### src/rtl/crc32tc_pkg.sv
// crc32tc_pkg: constants, result type and the byte-wide crc-32 update
// shared by the trailer checker modules; depends on nothing
`timescale 1ns / 1ps
`default_nettype none

package crc32tc_pkg;

    localparam int COUNT_W = 4;

    localparam logic [31:0] CRC_INIT = 32'hFFFF_FFFF;
    localparam logic [31:0] CRC_POLY = 32'hEDB8_8320;

    localparam logic [COUNT_W-1:0] MIN_FILE_BYTES = COUNT_W'(8);
    localparam logic [COUNT_W-1:0] TRAILER_BYTES  = COUNT_W'(4);

    typedef struct packed {
        logic [31:0] crc_value;
        logic [31:0] stored_value;
        logic        has_checksum;
        logic        checksum_ok;
    } result_t;

    // reflected crc-32, one byte, lsb first
    function automatic logic [31:0] crc_feed(input logic [31:0] crc, input logic [7:0] b);
        logic [31:0] c;
        c = crc ^ {24'h0, b};
        for (int k = 0; k < 8; k++)
        begin
            if (c[0])
            begin
                c = (c >> 1) ^ CRC_POLY;
            end
            else
            begin
                c = c >> 1;
            end
        end
        return c;
    endfunction

endpackage

`default_nettype wire

### src/rtl/crc32tc_track.sv
// crc32tc_track: per-file state (crc, four-byte delay line, byte count)
// and the result of a file end; uses crc32tc_pkg
`timescale 1ns / 1ps
`default_nettype none

module crc32tc_track
    import crc32tc_pkg::*;
(
    input  wire logic       clk,
    input  wire logic       rst_n,
    input  wire logic       take,
    input  wire logic [7:0] byte_value,
    input  wire logic       last_byte,
    output result_t         result
);

    logic [31:0]        crc_reg;
    logic [31:0]        crc_next;
    logic [31:0]        tail_reg;
    logic [31:0]        tail_next;
    logic [COUNT_W-1:0] count_reg;
    logic [COUNT_W-1:0] count_next;

    logic [31:0]        crc_upd;
    logic [31:0]        tail_upd;
    logic [COUNT_W-1:0] count_upd;
    logic               has;

    always_comb
    begin
        // oldest held byte leaves the delay line into the crc
        crc_upd   = (count_reg >= TRAILER_BYTES) ? crc_feed(crc_reg, tail_reg[7:0]) : crc_reg;
        tail_upd  = {byte_value, tail_reg[31:8]};
        count_upd = (count_reg < MIN_FILE_BYTES) ? count_reg + COUNT_W'(1) : count_reg;
        has       = (count_upd >= MIN_FILE_BYTES);

        result.has_checksum = has;
        result.crc_value    = has ? ~crc_upd : 32'h0;
        result.stored_value = has ? tail_upd : 32'h0;
        result.checksum_ok  = !has || (~crc_upd == tail_upd);

        crc_next   = crc_reg;
        tail_next  = tail_reg;
        count_next = count_reg;
        if (take)
        begin
            if (last_byte)
            begin
                crc_next   = CRC_INIT;
                tail_next  = 32'h0;
                count_next = '0;
            end
            else
            begin
                crc_next   = crc_upd;
                tail_next  = tail_upd;
                count_next = count_upd;
            end
        end
    end

    always_ff @(posedge clk or negedge rst_n)
    begin
        if (!rst_n)
        begin
            crc_reg   <= CRC_INIT;
            tail_reg  <= 32'h0;
            count_reg <= '0;
        end
        else
        begin
            crc_reg   <= crc_next;
            tail_reg  <= tail_next;
            count_reg <= count_next;
        end
    end

endmodule

`default_nettype wire

### config.mk
export PLATFORM = sky130hd
export DESIGN_NAME = crc32tc_track
export DESIGN_NICKNAME = d
export VERILOG_FILES = /design/src/rtl/crc32tc_pkg.sv /design/src/rtl/crc32tc_track.sv
export SDC_FILE = /design/constraint.sdc
export NUM_CORES = 1
export LEC_CHECK = 0
export ABC_AREA = 1
export BUFFER_PORTS_ARGS = -buffer_cell sky130_fd_sc_hd__buf_4
export CORE_MARGIN = 3
export CORE_UTILIZATION = 45
export DETAILED_ROUTE_END_ITERATION = 12
export PLACE_DENSITY = 0.73
export SLEW_MARGIN = 20
export SYNTH_ARGS = -nofsm -noshare
export SYNTH_HDL_FRONTEND = slang
export SYNTH_SLANG_ARGS = --single-unit
### constraint.sdc
create_clock -name clk -period 2.1 [get_ports clk]
set_input_delay 0.42 -clock clk [delete_from_list [all_inputs] [get_ports clk]]
set_output_delay 0.42 -clock clk [all_outputs]
set_load 0.03 [all_outputs]
==> impl_metrics.json, run 1 <==
{
  "clk_latency_ns": 0.36,
  "place.gp.congestion": 1.04,
  "rsz0062_at_grt": "true",
  "dr.pass1.iters": 8,
  "via_per_inst": 6.42,
  "path_clk_slew_ns": 0.06,
  "status": "complete, but fails checks",
  "cts_sinks": 68,
  "ys_seq_elements": 68,
  "synth_compound_area_frac": 0.112,
  "dr_total_vias": 8312,
  "p_leak_nw": 5.03,
  "hold_buffers": 0,
  "antenna_left": 0,
  "io_pins": 78,
  "worstPathMaxFanout": 6,
  "reg2reg_slack_ns": -0.07,
  "ys_warn_count": 0,
  "grt_pass1_wl_um": 35000,
  "core_region_area_sq_um": 11100,
  "syn_nets": 849,
  "max-cap-violations": 0,
  "diodes": 0,
  "place_ws_ns": -0.816,
  "synth_fa_ha_area_frac": 0.00240,
  "rr_worst_depth": 13,
  "layout_common_cells": "nand2_1, buf_4, nand2_2, buf_6, inv_1",
  "max_freq_mhz": 289,
  "die_w_um": 114,
  "synthXorXnorAreaFrac": 0.00816,
  "synth_cell_types": 31,
  "fin_total_pwr_mw": 11.1,
  "synth.avg_cell_area_sq_um": 6.24,
  "worst_pin_slew_ns": 0.549,
  "start_kind": "flop",
  "grt_max_degree": 42,
  "synth-simple-area-share": 0.447,
  "syn_inst": 836,
  "utilization": 0.873,
  "rows": 38,
  "dp_cells": 1228,
  "layout.nets": 1162,
  "min_period_ns": 3.46,
  "powerDensity_nw_per_um2": 1150,
  "seq_area_frac_synth": 0.334,
  "grt.total_usage": 0.347,
  "violations": "setup timing",
  "syn_area_sq_um": 5220,
  "wl_um": 31200,
  "die-area_sq_um": 12900,
  "end_kind": "output pin",
  "path_class": "flop to output pin",
  "die_h_um": 114,
  "maxSlewHeadroom": 0.634,
  "vdd_drop_max_uv": 718,
  "netlist.top_cell.by_area": "nand2_1",
  "cp.arrival_ns": 3.04,
  "finalSetupViolCount": 70,
  "final-instance-count-excl-fill": 1294,
  "tritoncts": "yes",
  "portBuffers": 77,
  "drc": 0,
  "reg2reg_to": "crc_reg[20]$_DFFE_PN1P_",
  "grt_pass1_vias": 6852,
  "synth_area_leaders": "nand2_1, dfrtp_1, dfstp_2",
  "period_share": 1.65,
  "drt_iter0_markers": 1328,
  "cts_buffers": 9,
  "yosys.area.top_type_share": 0.237,
  "ctsRootBufferMaster": "clkbuf_16",
  "setup_slack_ns": -1.36,
  "fin_skew_ns": 0.0143,
  "initial_utilization": 0.471,
  "muxShareOfSynthArea": 0,
  "synth_top_family_by_area": "simple AND/OR/NAND/NOR gates",
  "required_ns": 1.68,
  "antenna_found_initial": 0,
  "htreeDepth": 3,
  "dp_hpwl_um": 15500,
  "hold_viol_final": 0,
  "clk_path_buf_depth": 2,
  "slew_violations": 0,
  "grt_overflow": 0,
  "reg2reg_from": "crc_reg[1]$_DFFE_PN1P_",
  "avgRoutedWirePerCell_um": 24.1,
  "layout-drive-gt1-share": 0.548,
  "hold_class": "input pin to asynchronous set/reset pin",
  "area_delta_synth_final_pct": 85.5
}
[per-stage QoR]
| stage | hold WS (ns) | area [sq um] | setup TNS [ns] |
|---|---|---|---|
| floorplan | 0.124 | 5260 | -0.499 |
| global placement | 0.379 | 7520 | -3.55 |
| detailed placement | 0.378 | 7520 | -4.07 |
| CTS | 0.0162 | 8590 | -13.09 |
| global route | 0.0224 | 9670 | -23.38 |
| finish | 0.00284 | 9670 | -20.31 |
[per-layer routing]
metal / up-vias / global-route usage / share of wire
li1: 3313 / - / -
met1: 3768 / 0.451 / 0.32
met2: 862 / 0.563 / 0.43
met3: 369 / 0.0525 / 0.15
met4: 0 / 0.170 / 0.11
met5: - / 0 / 0
[worst max path at each step]
stage	start	end	slack [ns]	depth (start not counted)
after floorplan	crc_reg[0]$_DFFE_PN1P_	result[0]	-0.18	18
after global routing	crc_reg[5]$_DFFE_PN1P_	result[0]	-1.42	19
after CTS	crc_reg[0]$_DFFE_PN1P_	result[0]	-0.92	20
after global placement	crc_reg[1]$_DFFE_PN1P_	result[0]	-0.78	17
after detailed placement	crc_reg[1]$_DFFE_PN1P_	result[0]	-0.82	17
final	crc_reg[1]$_DFFE_PN1P_	result[0]	-1.36	17
[synth_stat cells]
cell,instances
a21oi_1,27
a22oi_1,24
a31oi_1,1
buf_1,1
buf_2,4
buf_4,1
buf_6,1
clkbuf_1,20
dfrtp_1,36
dfstp_2,32
ha_1,1
inv_1,88
inv_2,13
inv_4,1
nand2_1,329
nand2_2,24
nand2_4,6
nand2_8,1
nand3_1,94
nand3_2,6
nand3b_1,2
nand4_1,6
nor2_1,69
nor2_2,1
nor2_4,1
o21ai_0,4
o21ai_1,1
o22ai_1,38
xnor2_1,1
xor2_1,2
xor2_2,1
[layout make-up]
| type | instances | area [sq um] |
|---|---|---|
| Clock buffer | 10 | 239 |
| Clock inverter | 6 | 63.8 |
| Multi-Input combinational cell | 639 | 3980 |
| Timing Repair Buffer | 329 | 3070 |
| Sequential cell | 68 | 1740 |
| Inverter | 102 | 405 |
| Tap cell | 140 | 175 |
| Fill cell | 508 | 1400 |
[cell families (layout without fill, tap and decap cells)]
kind of cell	after synthesis	count (layout)
xor gates and xnor gates	4	4
and+or+nand+nor	539	539
buffers and inverters	129	447
adders and majority gates	1	1
DFF	68	68
AOI/OAI and AO/OA	95	95
[report_power, final]
group | switching [mW] | internal (mW) | leakage (nW)
registers | 0.220 | 1.62 | 0.820
logic | 4.48 | 3.17 | 4.07
clock network | 0.668 | 0.950 | 0.144
total | 5.37 | 5.73 | 5.03
[what timing repair did]
action                     CTS  global route
pin swaps                   55            77
setup buffers               23            27
resized for setup          154           197
setup endpoints to repair   34            62
gates cloned                 1             5
[worst max-delay path: stages, from the launching register on]
cell and delay, ns:
dfstp_2 0.62, nand2_4 0.11, nand2_8 0.12, nand2_2 0.08, nand2_4 0.14, nand2_1 0.12
nand2_1 0.14, nand2_1 0.11, nand2_1 0.09, nand3_1 0.07, nor2_1 0.22, nand2_1 0.10
nor2_1 0.14, nand2_1 0.10, nor2_1 0.14, nand3_1 0.12, nand2_2 0.12, buf_6 0.14
(Power assumes the default switching activity.)
==> inputs of run 2 (changes only) <==
--- a/config.mk
+++ b/config.mk
@@ -6,11 +6,13 @@
 export NUM_CORES = 1
 export LEC_CHECK = 0
 export ABC_AREA = 1
+export ABC_CLOCK_PERIOD_IN_PS = 4400
 export BUFFER_PORTS_ARGS = -buffer_cell sky130_fd_sc_hd__buf_4
 export CORE_MARGIN = 3
 export CORE_UTILIZATION = 45
 export DETAILED_ROUTE_END_ITERATION = 12
-export PLACE_DENSITY = 0.73
+export GPL_TIMING_DRIVEN = 0
+export PLACE_DENSITY = 0.7
 export SLEW_MARGIN = 20
 export SYNTH_ARGS = -nofsm -noshare
 export SYNTH_HDL_FRONTEND = slang
==> constraint.sdc (replaced) <==
create_clock -name clk -period 4.4 [get_ports clk]
set_input_delay 0.88 -clock clk [delete_from_list [all_inputs] [get_ports clk]]
set_output_delay 0.88 -clock clk [all_outputs]
set_load 0.03 [all_outputs]
==> run 2 against run 1 <==
  * The flow now finishes without violations
  * Combinational power shrank 77%
  * Final area is 36% lower
  * Highest routed layer unchanged
  * Power shrank 70%
  * Routed wire length is 35% lower
  * Clock power shrank 58%
==> impl_metrics.json, run 2 (same netlist as run 1, synthesis figures left out) <==
{
  "tritoncts": "yes",
  "place.gp.congestion": 1.01,
  "clk_path_buf_depth": 2,
  "cts_sinks": 68,
  "slowest_delay_ns": 0.55,
  "path_buf_inv": 3,
  "max_freq_mhz": 254,
  "path_class": "flop to output pin",
  "clk_latency_ns": 0.35,
  "p_int_mw": 1.68,
  "grt.total_usage": 0.313,
  "end_kind": "output pin",
  "grt_pass1_vias": 5318,
  "net-switching-power_mw": 1.61,
  "rows": 38,
  "cpMaxStageDelayCell": "dfstp_2",
  "cpMostUsedCell": "nand2_1",
  "p_leak_nw": 3.40,
  "cp_cell_sequence": "inv_2 -> nand2_1 -> nand2_2 -> nand2_4 -> nand2_8 -> inv_4 -> nand2_1 -> nand3_1 -> nand2_1 -> nand2_1 -> nand2_1 -> nor2_1 -> nand2_1 -> nor2_1 -> nand2_1 -> nor2_1 -> nand3_1 -> nand2_1 -> buf_4",
  "finalSetupTns_ns": 0,
  "status": "finished clean",
  "grt_pass1_wl_um": 30000,
  "dp_hpwl_um": 15000,
  "antenna_left": 0,
  "slew_violations": 0,
  "drt_iter0_markers": 742,
  "start_kind": "flop",
  "final_area_sq_um": 6230,
  "initial_utilization": 0.471,
  "utilization": 0.562,
  "period_share": 0.896,
  "die_w_um": 114,
  "min_period_ns": 3.94,
  "diodes": 0,
  "via_per_inst": 5.65,
  "worstPathMaxFanout": 10,
  "antenna_found_initial": 0,
  "reg2reg_slack_ns": 2.27,
  "fin_skew_ns": 0.00814,
  "dr_total_vias": 6029,
  "htreeDepth": 3,
  "pwr-share-seq": 0.257,
  "layout.nets": 936,
  "cts_buffers": 9,
  "crit_family": "simple AND/OR/NAND/NOR gates",
  "worst_pin_slew_ns": 0.915,
  "sw_frac_of_total": 0.489,
  "grt_max_degree": 69,
  "ctsRootBufferMaster": "clkbuf_16",
  "clkPwrFrac": 0.205,
  "path_clk_slew_ns": 0.06,
  "die-area_sq_um": 12900,
  "grt_overflow": 0,
  "wl_um": 20400,
  "layout_common_cells": "nand2_1, nand3_1, inv_1, buf_4, nor2_1",
  "postPlaceCellArea_sq_um": 5960,
  "avgRoutedWirePerCell_um": 19.1,
  "io_pins": 78,
  "rsz0062_at_grt": "false",
  "postCtsSetupBuffers": 0,
  "maxSlewHeadroom": 0.390,
  "finalSetupViolCount": 0,
  "core_region_area_sq_um": 11100,
  "powerDensity_nw_per_um2": 529,
  "drc": 0,
  "hold_buffers": 0,
  "hold_viol_final": 0,
  "die_h_um": 114,
  "required_ns": 3.52,
  "layout-drive-gt1-share": 0.194,
  "layout_commonest_cell": "nand2_1",
  "portBuffers": 76,
  "dr.pass1.iters": 5,
  "comb_power_share": 0.538,
  "max-cap-violations": 0,
  "area_delta_synth_final_pct": 19.4,
  "cp.arrival_ns": 3.06,
  "vdd_drop_max_uv": 230,
  "cts_resized": 0,
  "hold_class": "flop to flop"
}
run 2: cell types whose count changed in the layout (fill, tap and decap cells not counted), sizes merged:
cell      previous run  this run
buf                325        83
clkbuf              14        34
clkinvlp             2         0
bufinv               1         0
clkinv               3         2
run 2: per-stage QoR:
step	total power, mW	instances	hold WS [ns]	setup slack (ns)
4_1_cts	3.24	1068	0.517	0.595
3_3_place_gp	2.55	1052	0.506	0.990
3_5_place_dp	2.57	1052	0.507	0.952
6_report	3.30	1068	0.514	0.459
5_1_grt	3.51	1068	0.550	0.366
2_1_floorplan	2.09	836	0.487	1.61
run 2: final cells by class:
type | count | area (sq um)
fillers | 1160 | 4850
multi-input cells | 639 | 2970
flip-flops and latches | 68 | 1740
repair buffers | 76 | 571
inverters | 102 | 385
clock buffers | 14 | 254
well taps | 140 | 175
plain buffers | 27 | 118
clock inverters | 2 | 10.0
run 2: layer usage:
| metal | global-route usage | vias up | part of all wire |
|---|---|---|---|
| li1 | - | 2864 | - |
| met1 | 0.438 | 2774 | 0.41 |
| met2 | 0.475 | 333 | 0.44 |
| met3 | 0.0610 | 58 | 0.11 |
| met4 | 0.130 | 0 | 0.038 |
| met5 | 0 | - | 0 |
run 2: path summary, 6_finish.rpt:
kind	cells past startpoint	end	from
max in group asynchronous	1	tail_reg[25]$_DFFE_PN0P_	rst_n
hold reg to reg	2	crc_reg[27]$_DFFE_PN1P_	crc_reg[27]$_DFFE_PN1P_
min in group asynchronous	1	count_reg[2]$_DFFE_PN0P_	rst_n
setup reg to reg	4	count_reg[3]$_DFFE_PN0P_	count_reg[2]$_DFFE_PN0P_
setup / recovery	19	result[0]	crc_reg[0]$_DFFE_PN1P_
hold / removal	2	crc_reg[27]$_DFFE_PN1P_	crc_reg[27]$_DFFE_PN1P_
run 2: power groups by stage:
| stage | Sequential [mW] | Combinational [mW] | Clock (mW) |
|---|---|---|---|
| after floorplan | 0.831 | 1.26 | 0 |
| after global placement | 0.851 | 1.70 | 0 |
| after detailed placement | 0.853 | 1.72 | 0 |
| after CTS | 0.842 | 1.72 | 0.671 |
| after global routing | 0.854 | 1.96 | 0.705 |
| final | 0.846 | 1.77 | 0.676 |
run 2: tightest hold or removal path: cells and delay by family, from the launching register on:
family                 cells  cell delay, ns
AO/OA/AOI/OAI              1            0.08
buffers and inverters      1            0.06
flip-flops                 1            0.37
